`src/ffsa_pkg.sv`:
```
// Shared types and constants for the first-fit segment allocator
package ffsa_pkg;
    localparam int MAX_SEGMENTS = 16;
    localparam int ADDR_WIDTH   = 16;
    localparam int OWNER_WIDTH  = 8;
    localparam int IDX_W        = $clog2(MAX_SEGMENTS);
    localparam int CNT_W        = $clog2(MAX_SEGMENTS + 1);
    localparam logic [ADDR_WIDTH-1:0] HEAP_RESET = 16'd1024;

    localparam logic [1:0] ST_OK        = 2'd0;
    localparam logic [1:0] ST_NO_FIT    = 2'd1;
    localparam logic [1:0] ST_NOT_FOUND = 2'd2;
    localparam logic [1:0] ST_FULL      = 2'd3;

    localparam logic MODE_ALLOC = 1'b0;
    localparam logic MODE_FREE  = 1'b1;

    localparam logic [0:0] REG_HEAP_SIZE = 1'b0;

    typedef struct packed {
        logic                  mode;
        logic [OWNER_WIDTH-1:0] owner_id;
        logic [ADDR_WIDTH-1:0] request_size;
        logic [ADDR_WIDTH-1:0] start_index;
    } req_t;

    // controller -> datapath
    typedef struct packed {
        logic load;      // capture request, clear scan index
        logic step;      // advance scan index
        logic alloc_hit; // apply allocate at scan index
        logic free_hit;  // apply free at scan index
        logic init;      // reinitialize table
    } dp_cmd_t;

    // datapath -> controller
    typedef struct packed {
        logic at_end;    // scan index reached segment count
        logic alloc_ok;  // current entry fits request
        logic free_ok;   // current entry matches free target
        logic exact;     // fit is exact
        logic full;      // table full
        logic zero_req;  // zero-size allocate
        logic mode;
    } dp_stat_t;
endpackage

```
`src/ffsa_if.sv`:
```
// Valid/ready channel interfaces
interface ffsa_req_if;
    logic             valid;
    logic             ready;
    ffsa_pkg::req_t   data;
    modport source (output valid, output data, input ready);
    modport sink   (input valid, input data, output ready);
endinterface

interface ffsa_rsp_if;
    logic                              valid;
    logic                              ready;
    logic [1:0]                        status;
    logic [ffsa_pkg::ADDR_WIDTH-1:0]   alloc_start;
    modport source (output valid, output status, output alloc_start, input ready);
    modport sink   (input valid, input status, input alloc_start, output ready);
endinterface

```
`src/ffsa_datapath.sv`:
```
// Segment table, scan index and split/merge shifting
module ffsa_datapath (
    input  logic                            clk,
    input  logic                            rst_n,
    input  ffsa_pkg::dp_cmd_t               cmd,
    input  ffsa_pkg::req_t                  req,
    input  logic [ffsa_pkg::ADDR_WIDTH-1:0] heap_size,
    output ffsa_pkg::dp_stat_t              stat,
    output logic [ffsa_pkg::ADDR_WIDTH-1:0] cur_start
);
    localparam int N  = ffsa_pkg::MAX_SEGMENTS;
    localparam int AW = ffsa_pkg::ADDR_WIDTH;
    localparam int OW = ffsa_pkg::OWNER_WIDTH;
    localparam int IW = ffsa_pkg::IDX_W;
    localparam int CW = ffsa_pkg::CNT_W;

    logic [AW-1:0] start_reg  [N];
    logic [AW-1:0] length_reg [N];
    logic          free_reg   [N];
    logic [OW-1:0] owner_reg  [N];
    logic [CW-1:0] count_reg;
    logic [CW-1:0] idx_reg;
    ffsa_pkg::req_t req_reg;

    logic [IW-1:0] ix;
    logic          has_next;
    logic          has_prev;
    logic          next_free;
    logic          prev_free;

    assign ix        = idx_reg[IW-1:0];
    assign has_next  = ({1'b0, idx_reg} + 1'b1) < {1'b0, count_reg};
    assign has_prev  = idx_reg != '0;
    assign next_free = has_next && free_reg[IW'(ix + 1'b1)];
    assign prev_free = has_prev && free_reg[IW'(ix - 1'b1)];
    assign cur_start = start_reg[ix];

    always_comb
    begin
        stat.at_end   = idx_reg >= count_reg;
        stat.alloc_ok = free_reg[ix] && length_reg[ix] >= req_reg.request_size;
        stat.free_ok  = !free_reg[ix] && owner_reg[ix] == req_reg.owner_id
                        && start_reg[ix] == req_reg.start_index;
        stat.exact    = length_reg[ix] == req_reg.request_size;
        stat.full     = count_reg == CW'(N);
        stat.zero_req = req_reg.request_size == '0;
        stat.mode     = req_reg.mode;
    end

    always_ff @(posedge clk or negedge rst_n)
    begin
        if (!rst_n)
        begin
            count_reg <= CW'(1);
            idx_reg   <= '0;
        end
        else if (cmd.init)
        begin
            count_reg <= CW'(1);
        end
        else if (cmd.load)
        begin
            idx_reg <= '0;
        end
        else if (cmd.step)
        begin
            idx_reg <= idx_reg + 1'b1;
        end
        else if (cmd.alloc_hit && !stat.exact)
        begin
            count_reg <= count_reg + 1'b1;
        end
        else if (cmd.free_hit)
        begin
            count_reg <= count_reg - CW'(next_free) - CW'(prev_free);
        end
    end

    always_ff @(posedge clk)
    begin
        if (cmd.load)
            req_reg <= req;
    end

    // Table: entry 0 reset via asynchronous reset; others written before read.
    always_ff @(posedge clk or negedge rst_n)
    begin
        if (!rst_n)
        begin
            start_reg[0]  <= '0;
            length_reg[0] <= ffsa_pkg::HEAP_RESET;
            free_reg[0]   <= 1'b1;
        end
        else if (cmd.init)
        begin
            start_reg[0]  <= '0;
            length_reg[0] <= heap_size;
            free_reg[0]   <= 1'b1;
        end
        else if (cmd.alloc_hit)
        begin
            free_reg[ix]  <= 1'b0;
            owner_reg[ix] <= req_reg.owner_id;
            if (!stat.exact)
            begin
                length_reg[ix] <= req_reg.request_size;
                for (int j = 1; j < N; j++)
                begin
                    if (IW'(j) == IW'(ix + 1'b1))
                    begin
                        start_reg[j]  <= start_reg[ix] + req_reg.request_size;
                        length_reg[j] <= length_reg[ix] - req_reg.request_size;
                        free_reg[j]   <= 1'b1;
                        owner_reg[j]  <= '0;
                    end
                    else if (IW'(j) > IW'(ix + 1'b1))
                    begin
                        start_reg[j]  <= start_reg[j-1];
                        length_reg[j] <= length_reg[j-1];
                        free_reg[j]   <= free_reg[j-1];
                        owner_reg[j]  <= owner_reg[j-1];
                    end
                end
            end
        end
        else if (cmd.free_hit)
        begin
            // merged entry lands at ix-1 (prev free) or ix; drop 0..2 slots
            for (int j = 0; j < N; j++)
            begin
                if (prev_free && IW'(j) == IW'(ix - 1'b1))
                begin
                    length_reg[j] <= length_reg[j] + length_reg[ix]
                                     + (next_free ? length_reg[IW'(ix + 1'b1)] : '0);
                end
                else if (!prev_free && IW'(j) == ix)
                begin
                    free_reg[j] <= 1'b1;
                    if (next_free)
                        length_reg[j] <= length_reg[ix] + length_reg[IW'(ix + 1'b1)];
                end
                else if (j > 0 && IW'(j) >= ix)
                begin
                    if (prev_free && next_free && j + 2 < N)
                    begin
                        start_reg[j]  <= start_reg[j+2];
                        length_reg[j] <= length_reg[j+2];
                        free_reg[j]   <= free_reg[j+2];
                        owner_reg[j]  <= owner_reg[j+2];
                    end
                    else if ((prev_free ^ next_free) && j + 1 < N
                             && (prev_free || IW'(j) > ix))
                    begin
                        start_reg[j]  <= start_reg[j+1];
                        length_reg[j] <= length_reg[j+1];
                        free_reg[j]   <= free_reg[j+1];
                        owner_reg[j]  <= owner_reg[j+1];
                    end
                end
            end
        end
    end
endmodule

```
`src/ffsa_ctrl.sv`:
```
// Request sequencer: scan, apply, respond
module ffsa_ctrl (
    input  logic                            clk,
    input  logic                            rst_n,
    input  logic                            in_valid,
    output logic                            in_ready,
    output logic                            out_valid,
    input  logic                            out_ready,
    output logic [1:0]                      status,
    output logic [ffsa_pkg::ADDR_WIDTH-1:0] alloc_start,
    input  logic                            cfg_write,
    input  ffsa_pkg::dp_stat_t              stat,
    input  logic [ffsa_pkg::ADDR_WIDTH-1:0] cur_start,
    output ffsa_pkg::dp_cmd_t               cmd
);
    typedef enum logic [2:0] {
        S_IDLE = 3'b001,
        S_SCAN = 3'b010,
        S_RESP = 3'b100
    } state_t;

    state_t state_reg, state_next;
    logic   ovalid_reg;
    logic [1:0] status_reg;
    logic [ffsa_pkg::ADDR_WIDTH-1:0] astart_reg;
    logic   done;
    logic [1:0] st_val;
    logic [ffsa_pkg::ADDR_WIDTH-1:0] as_val;

    assign in_ready    = state_reg == S_IDLE;
    assign out_valid   = ovalid_reg;
    assign status      = status_reg;
    assign alloc_start = astart_reg;

    always_comb
    begin
        cmd        = '0;
        state_next = state_reg;
        done       = 1'b0;
        st_val     = ffsa_pkg::ST_NO_FIT;
        as_val     = '0;
        cmd.init   = cfg_write;
        case (state_reg)
            S_IDLE:
            begin
                if (in_valid)
                begin
                    cmd.load   = 1'b1;
                    state_next = S_SCAN;
                end
            end
            S_SCAN:
            begin
                if (stat.mode == ffsa_pkg::MODE_ALLOC)
                begin
                    if (stat.zero_req || stat.at_end)
                        done = 1'b1;
                    else if (stat.alloc_ok)
                    begin
                        done = 1'b1;
                        if (!stat.exact && stat.full)
                            st_val = ffsa_pkg::ST_FULL;
                        else
                        begin
                            cmd.alloc_hit = 1'b1;
                            st_val        = ffsa_pkg::ST_OK;
                            as_val        = cur_start;
                        end
                    end
                    else
                        cmd.step = 1'b1;
                end
                else
                begin
                    st_val = ffsa_pkg::ST_NOT_FOUND;
                    if (stat.at_end)
                        done = 1'b1;
                    else if (stat.free_ok)
                    begin
                        done         = 1'b1;
                        cmd.free_hit = 1'b1;
                        st_val       = ffsa_pkg::ST_OK;
                    end
                    else
                        cmd.step = 1'b1;
                end
                if (done)
                    state_next = S_RESP;
            end
            S_RESP:
            begin
                if (!ovalid_reg)
                    state_next = S_IDLE;
            end
            default: state_next = S_IDLE;
        endcase
    end

    always_ff @(posedge clk or negedge rst_n)
    begin
        if (!rst_n)
        begin
            state_reg  <= S_IDLE;
            ovalid_reg <= 1'b0;
        end
        else
        begin
            state_reg <= state_next;
            if (done)
                ovalid_reg <= 1'b1;
            else if (out_ready)
                ovalid_reg <= 1'b0;
        end
    end

    always_ff @(posedge clk)
    begin
        if (done)
        begin
            status_reg <= st_val;
            astart_reg <= as_val;
        end
    end
endmodule

```
`src/first_fit_segment_allocator.sv`:
```
// Top level: first-fit segment allocator with coalescing
// Usage:
//   req channel carries mode (0 allocate, 1 free), owner_id, request_size
//   and start_index; rsp channel returns status and alloc_start, one
//   transaction per request, in order.
//   heap_size is written over the APB port at address 0; a write resets the
//   table to one free segment. Write it only while the block is idle.
// Operation:
//   A request is taken while the sequencer is idle, then the table is scanned one entry
//   per cycle until the first match; the split or merge is applied and the
//   result registered at the edge of the hit, and rsp.valid is set at that
//   same edge. A new request is taken only after the previous response
//   has been delivered and the sequencer has returned to idle.
// Reset: table holds one free segment of 1024 units; channels idle.
// Stall: the result is held in its output register while rsp.ready is low;
//   no new request is taken until it has been delivered.
module first_fit_segment_allocator (
    input  logic        clk,
    input  logic        rst_n,
    ffsa_req_if.sink    req,
    ffsa_rsp_if.source  rsp,
    input  logic        psel,
    input  logic        penable,
    input  logic        pwrite,
    input  logic [1:0]  paddr,
    input  logic [31:0] pwdata,
    output logic [31:0] prdata,
    output logic        pready
);
    ffsa_pkg::dp_cmd_t  cmd;
    ffsa_pkg::dp_stat_t stat;
    logic [ffsa_pkg::ADDR_WIDTH-1:0] cur_start;
    logic [ffsa_pkg::ADDR_WIDTH-1:0] heap_reg;
    logic cfg_write;

    assign pready    = 1'b1;
    assign cfg_write = psel && penable && pwrite
                       && paddr[1:0] == 2'(ffsa_pkg::REG_HEAP_SIZE);
    assign prdata    = (paddr[1:0] == 2'(ffsa_pkg::REG_HEAP_SIZE))
                       ? 32'(heap_reg) : '0;

    always_ff @(posedge clk or negedge rst_n)
    begin
        if (!rst_n)
            heap_reg <= ffsa_pkg::HEAP_RESET;
        else if (cfg_write)
            heap_reg <= pwdata[ffsa_pkg::ADDR_WIDTH-1:0];
    end

    ffsa_ctrl u_ctrl (
        .clk         (clk),
        .rst_n       (rst_n),
        .in_valid    (req.valid),
        .in_ready    (req.ready),
        .out_valid   (rsp.valid),
        .out_ready   (rsp.ready),
        .status      (rsp.status),
        .alloc_start (rsp.alloc_start),
        .cfg_write   (cfg_write),
        .stat        (stat),
        .cur_start   (cur_start),
        .cmd         (cmd)
    );

    ffsa_datapath u_dp (
        .clk       (clk),
        .rst_n     (rst_n),
        .cmd       (cmd),
        .req       (req.data),
        .heap_size (pwdata[ffsa_pkg::ADDR_WIDTH-1:0]),
        .stat      (stat),
        .cur_start (cur_start)
    );
endmodule
```
`src/flat_wrapper.sv`:
```
// flat-port wrapper written by rule: the top's interface ports become plain ports
module first_fit_segment_allocator_flat 
  (clk, rst_n, psel, penable, pwrite, paddr, pwdata, prdata, pready, req_valid, req_data, req_ready, rsp_valid, rsp_status, rsp_alloc_start, rsp_ready);
  ffsa_req_if req_i ();
  ffsa_rsp_if rsp_i ();
  input  logic clk;
  input  logic rst_n;
  input  logic psel;
  input  logic penable;
  input  logic pwrite;
  input  logic [1:0] paddr;
  input  logic [31:0] pwdata;
  output logic [31:0] prdata;
  output logic pready;
  input wire logic [$bits(req_i.valid)-1:0] req_valid;
  input wire logic [$bits(req_i.data)-1:0] req_data;
  output wire logic [$bits(req_i.ready)-1:0] req_ready;
  output wire logic [$bits(rsp_i.valid)-1:0] rsp_valid;
  output wire logic [$bits(rsp_i.status)-1:0] rsp_status;
  output wire logic [$bits(rsp_i.alloc_start)-1:0] rsp_alloc_start;
  input wire logic [$bits(rsp_i.ready)-1:0] rsp_ready;
  assign req_i.valid = req_valid;
  assign req_i.data = req_data;
  assign req_ready = req_i.ready;
  assign rsp_valid = rsp_i.valid;
  assign rsp_status = rsp_i.status;
  assign rsp_alloc_start = rsp_i.alloc_start;
  assign rsp_i.ready = rsp_ready;
  first_fit_segment_allocator u_core (.clk(clk), .rst_n(rst_n), .req(req_i), .rsp(rsp_i), .psel(psel), .penable(penable), .pwrite(pwrite), .paddr(paddr), .pwdata(pwdata), .prdata(prdata), .pready(pready));
endmodule
```
`config.mk`:
```
export PLATFORM = sky130hd
export DESIGN_NAME = first_fit_segment_allocator_flat
export DESIGN_NICKNAME = d
export VERILOG_FILES = /design/src/ffsa_pkg.sv /design/src/ffsa_if.sv /design/src/ffsa_datapath.sv /design/src/ffsa_ctrl.sv /design/src/first_fit_segment_allocator.sv /design/src/flat_wrapper.sv
export SDC_FILE = /design/constraint.sdc
export NUM_CORES = 2
export LEC_CHECK = 0
export BUFFER_PORTS_ARGS = -buffer_cell sky130_fd_sc_hd__buf_2
export CORE_MARGIN = 5
export CORE_UTILIZATION = 30
export DETAILED_ROUTE_END_ITERATION = 7
export PLACE_DENSITY = 0.43
export SKIP_LAST_GASP = 1
export SLEW_MARGIN = 20
export SYNTH_ARGS = -nofsm -noshare
export SYNTH_HDL_FRONTEND = slang
export SYNTH_HIERARCHICAL = 1
export SYNTH_SLANG_ARGS = --single-unit
```
`constraint.sdc`:
```
create_clock -name clk -period 13.4 [get_ports clk]
set_input_delay 2.68 -clock clk [delete_from_list [all_inputs] [get_ports clk]]
set_output_delay 2.68 -clock clk [all_outputs]
set_load 0.005 [all_outputs]
```
; Word-level counts from Yosys, hierarchy flattened
; Memory sizes are Yosys's and may differ from the RTL's.
; Cells that the tools add are included.
[totals]
regBits = 601
ram_bits = 128
inputBits = 82
out_inout_bits = 53
wordCells = 1414
mem_count = 1
[memory_table]
columns = name, depth, width, read_ports, rd_ports_with_merged_regs, write_ports, line_no
row1 = u_core.u_dp.owner_reg, 16, 8, 17, 0, 16, ffsa_datapath.sv:20  ; logic [OW-1:0] owner_reg [N];
[op_classes]
add_sub_neg = 42
magnitude_cmp = 50
eq_ne = 117
muxes = 808
bitwise_logic = 52
n_reduce_logical = 286
[ops]
columns = op, count
row1 = $mux W16, 215
row2 = $mux W256, 3
row3 = $add A16 B16 Y16, 34
row4 = $mux W1, 516
row5 = $mux W224, 2
row6 = $mux W8, 42
row7 = $bwmux W256, 1
row8 = $mux W240, 1
row9 = $bmux W16 S4, 3
row10 = $reduce_and A9 Y1, 14
row11 = $reduce_bool A4 Y1, 30
row12 = $logic_and A1 B1 Y1, 116
row13 = $reduce_bool A3 Y1, 33
row14 = $reduce_and A7 Y1, 14
row15 = $eq A4 B4 Y1 const A, 24
row16 = $reduce_and A6 Y1, 15
row17 = $ne A2 B2 Y1 const B, 35
row18 = $reduce_bool A5 Y1, 14
row19 = $demux W16 S4, 1
row20 = $gt A4 B4 Y1 const A, 15
row21 = $ne A4 B4 Y1 const B, 14
row22 = $eq A3 B4 Y1 const A, 12
row23 = $ne A3 B1 Y1 const B, 14
row24 = $or A1 B1 Y1, 42
row25 = other kinds (50), 145

; Depth between registers and ports, before layout
[depth]
depth_word = 19
depth_mapped = 36

; Modules after synthesis
; The synthesis kept the hierarchy.
[modules_own_cells]
columns = module, n_inst, cells_per_inst, area_each_um2, seq_area_each_um2
row1 = ffsa_datapath, 1, 7579, 71573.6, 20618.5
row2 = ffsa_ctrl, 1, 69, 957.2, 641.9
row3 = first_fit_segment_allocator, 1, 72, 914.6, 401.6

; Least setup slack after synthesis
; Ideal clock, no wire load.
[synth_path]
path_type = register to register
startpoint = register u_core.u_dp.idx_reg[0]
endpoint = register u_core/u_dp/length_reg[32] (netlist bit), enable pin
setup_ps = 417
t_arrival_ps = 9542
required_ps = 12983
slack_ps = 3442
path_stages_with_launch = 33
n_path_buf = 16
period_less_slack_ps = 9958
cell_sequence = dfrtp_1 buf_4 buf_2 buf_4 buf_4 buf_4 buf_4 buf_4 buf_4 buf_2 buf_1 mux4_2 o22ai_1 a21oi_1 ha_1 clkbuf_1 nor2b_1 o21ai_0 a21oi_1 o21ai_0 a31oi_1 nor2_1 nor2_1 o31a_1 or4b_4 nor3b_4 buf_6 clkbuf_1 clkbuf_1 clkbuf_1 clkbuf_1 nor2_1 a221oi_1
[synth_lines]
columns = item, line_no
row1 = start: declaration, ffsa_datapath.sv:22  ; logic [CW-1:0] idx_reg;
row2 = start signal: assignment, ffsa_datapath.sv:67  ; idx_reg <= idx_reg + 1'b1;
row3 = end signal: indexed assignment, ffsa_datapath.sv:106  ; length_reg[ix] <= req_reg.request_size;
row4 = end signal: indexed assignment, ffsa_datapath.sv:112  ; length_reg[j] <= length_reg[ix] - req_reg.request_size;
row5 = end signal: indexed assignment, ffsa_datapath.sv:119  ; length_reg[j] <= length_reg[j-1];
row6 = end: declaration, ffsa_datapath.sv:18  ; logic [AW-1:0] length_reg [N];

==> impl_metrics.toml <==
[cells_and_area]
fillers = 24923
postLayoutCoreUtil = 0.338
number_of_cells_in_the_finished_layout_apart_from_fillers = 10945
final_area_um2 = 82300
multiInputGateArea_um2 = 49500
final_layout_net_count = 8279
seqCellArea_um2 = 21700
largest_register_ffs = 256
drive_gt1_frac = 0.133
flow.area_growth_from_synthesis_pct = 12.1

[clocking]
ctsHtreeMaxLevel = 3
post_cts_buffers = 0
cts_tree = "yes"
cts-buffers-inserted = 102
cts.sinks = 729
cts_hold_buffers = 0
cts-root-buf = "clkbuf_16"
max-clock-path-buffers = 3
post_cts_resized = 0
clkLatencyLatePin_ns = 0.83
worst_setup_hold_path_clk_slew_ns = 0.06

[detailed_routing]
drt-initial-drc-count = 9111
via_per_inst = 6.46
drt-pass1-iter-count = 8
post-route-drc-count = 10
route.detailed.wl_per_inst_um = 36.4
detailroute.via_count = 70696
total_routed_wirelength_um = 398000
drtAntennaViolNets = 0

[yosys]
synthesis.area_per_instance_um2 = 9.51
yosysWarnings = 6
synth.ff_latch_count = 729
gate_count_post_synth = 7720
synthesis.area_um2 = 73400
synth-edff-count = 682
synth_top_flop_cell = "edfxtp_1"
async_flop_share = 0.0645
yosysUniqueCellTypes = 113
synth_sequential_area_ratio = 0.295

[job]
timing.max_cap.violations = 0

[sta]
fin_setup_tns_ns = 0
setup_viol_count_final = 0
period_needed_ns = 11.34
finalHoldViolCount = 0
count_of_pins_over_their_slew_limit = 0
final_critical_path_setup_slack_ns = 2.06
rsz0062_at_grt = "no"
fin_crit_sh = 0.846
max_freq_mhz = 88.2
transition_time_at_the_pin_with_the_least_slew_margin_ns = 1.28
fin_worst_skew_ns = 0.0809
timing.max_slew.rel_slack = 0.133

[worst_setup_path]
r2r_cells = 25
worst_r2r_endpoint = "u_core/u_dp/owner_reg[6][1]"
category_of_the_worst_setup_path_launch_point = "flop"
crit-reg2reg-launch = "u_core/u_dp/idx_reg[3]"
critical_path.endpoint_type = "flop"
reg2reg_setup_slack_ns = 2.06
setup_crit_path_kind = "reg -> reg"
worst_ep_arrival_time_ns = 11.74
worst-endpoint-required_ns = 13.80
timing.critical_path.fanout_max = 54

[place]
post-place-ws_ns = 2.72
routability_driven_placement_congestion_ratio = 1.02
post_dp_cell_area_um2 = 78800
port_buffers = 101
dp_hpwl_um = 292000
place_inst = 10742

[min_path]
hold-path-cell-count = 1
worst_min_delay_path_class = "reg -> reg"
hold_end = "u_core/heap_reg[11]"
hold_path.startpoint = "u_core/heap_reg[11]"

[global_routing]
grt_first_pass_wirelength_um = 546000
number_of_antenna_violations_at_the_first_check_in_global_routing = 21
grt_pass1_vias = 68118
globalRoute.totalOverflow = 0
pin_count_of_the_biggest_net_entering_global_routing = 175
grt.total_usage = 0.298

[outcome]
status = "finished, violations left"
violations = "design-rule violations"

[floorplanning]
die_x_um = 505
core.rowCount = 181
start_util = 0.302
floorplan.die_area_um2 = 255000
boundaryPins = 135
design.core.area_um2 = 243000
die_outline_height_um = 505

[pwr]
power_per_cell_area_nw_per_um2 = 194
leakage_nw = 28.7
vdd_drop_max_mv = 0.160
-- cells in the final DEF, fill, tap and decap left out, types with 157 or more instances in the layout --
master	n
mux4_2	157
o211ai_1	164
ha_1	291
a21oi_1	538
o21ai_0	387
nand2_1	744
nand3_1	164
nor2_1	515
buf_4	322
mux2i_1	680
edfxtp_1	682
fa_1	260
o22ai_1	208
-- cells in the mapped netlist (45+ instances only) --
cell type | instances | area share
o21a_1 | 47 | 0.0048
nand3_1 | 168 | 0.011
a31oi_1 | 135 | 0.011
xor2_1 | 99 | 0.012
and3_1 | 47 | 0.0040
a22oi_1 | 49 | 0.0050
buf_2 | 52 | 0.0035
mux2i_1 | 680 | 0.093
mux4_2 | 157 | 0.048
a221oi_1 | 84 | 0.010
nor3_1 | 148 | 0.010
xnor2_1 | 158 | 0.019
nor2b_1 | 51 | 0.0043
o31ai_1 | 54 | 0.0055
clkbuf_1 | 478 | 0.024
o221ai_1 | 105 | 0.013
o311ai_0 | 61 | 0.0073
nor2_1 | 530 | 0.027
a21oi_1 | 558 | 0.038
buf_1 | 52 | 0.0027
and2_1 | 77 | 0.0066
ha_1 | 293 | 0.050
nand2b_1 | 47 | 0.0040
inv_1 | 159 | 0.0081
a221o_1 | 46 | 0.0063
o22ai_1 | 208 | 0.018
a21o_1 | 60 | 0.0061
o211ai_1 | 164 | 0.017
a311oi_1 | 45 | 0.0054
a211oi_1 | 140 | 0.014
fa_1 | 260 | 0.071
nand2_1 | 752 | 0.038
a222oi_1 | 56 | 0.0076
edfxtp_1 | 682 | 0.28
o21ai_0 | 393 | 0.027
-- routing by layer --
metal | part of all wire | routed length (um) | vias up | global-route usage
met5 | 0.00026 | 105 | - | 0
met4 | 0.070 | 27900 | 12 | 0.175
met2 | 0.44 | 175000 | 4145 | 0.462
met3 | 0.084 | 33500 | 1056 | 0.0537
met1 | 0.41 | 161000 | 35751 | 0.390
li1 | - | - | 29732 | -
-- worst max-delay path by stage --
stage / from / to / cells past startpoint
2_1_floorplan: u_core/u_dp/idx_reg[0] / u_core/u_dp/length_reg[32] / 32
3_3_place_gp: u_core/u_dp/idx_reg[2] / u_core/u_dp/owner_reg[6][5] / 24
3_5_place_dp: u_core/u_dp/idx_reg[3] / u_core/u_dp/owner_reg[6][6] / 25
4_1_cts: u_core/u_dp/idx_reg[3] / u_core/u_dp/owner_reg[6][0] / 25
5_1_grt: u_core/u_dp/idx_reg[3] / u_core/u_dp/owner_reg[6][0] / 25
6_report: u_core/u_dp/idx_reg[3] / u_core/u_dp/owner_reg[6][1] / 25
-- where the power goes --
part	internal, mW	switching [mW]
clock network	1.61	1.26
registers	2.64	0.122
logic	3.52	6.83
total	7.77	8.21
-- metrics by stage --
stage          hold slack (ns)  power, mW
2_1_floorplan            0.424       8.93
3_3_place_gp             0.485       12.8
3_5_place_dp             0.490       12.8
4_1_cts                  0.506       15.8
5_1_grt                  0.522       16.7
6_report                 0.502       16.0
-- final cells by class --
cell class / count / area share
well taps: 3202 / 0.0487
clock inverters: 57 / 0.00748
multi-input cells: 6207 / 0.601
clock buffers: 135 / 0.0336
flip-flops and latches: 729 / 0.263
repair buffers: 432 / 0.0377
inverters: 172 / 0.00790
diodes: 11 / 0.000334
-- worst max-delay path, cell delays in order (launching register included) --
cell	delay [ns]
dfrtp_4	1.04
inv_2	0.40
buf_4	0.40
o221ai_1	0.16
o22ai_1	0.14
a21o_1	0.18
buf_4	0.25
ha_1	0.36
fa_1	0.52
nor2b_1	0.19
o21ai_0	0.13
a21oi_1	0.56
o21ai_0	0.35
a31oi_1	0.50
nor2_1	0.08
nor2_1	0.35
o31a_1	0.29
or4b_4	0.52
nor3b_4	0.27
buf_4	0.53
buf_4	0.64
nor2_1	0.23
nand2_1	0.74
nor4_2	0.27
or3_2	1.02
o21bai_1	0.60
-- logic make-up after synthesis --
family                     count (synthesis)  share of synthesized area
AOI/OAI and AO/OA                       2491                      0.231
xor gates and xnor gates                 273                     0.0356
adders and majority gates                553                      0.121
buffers and inverters                    799                     0.0445
DFF                                      729                      0.295
muxes                                    887                      0.149
other                                      2                   0.000102
and+or+nand+nor                         1986                      0.124
Power figures use the tool's default switching activity.
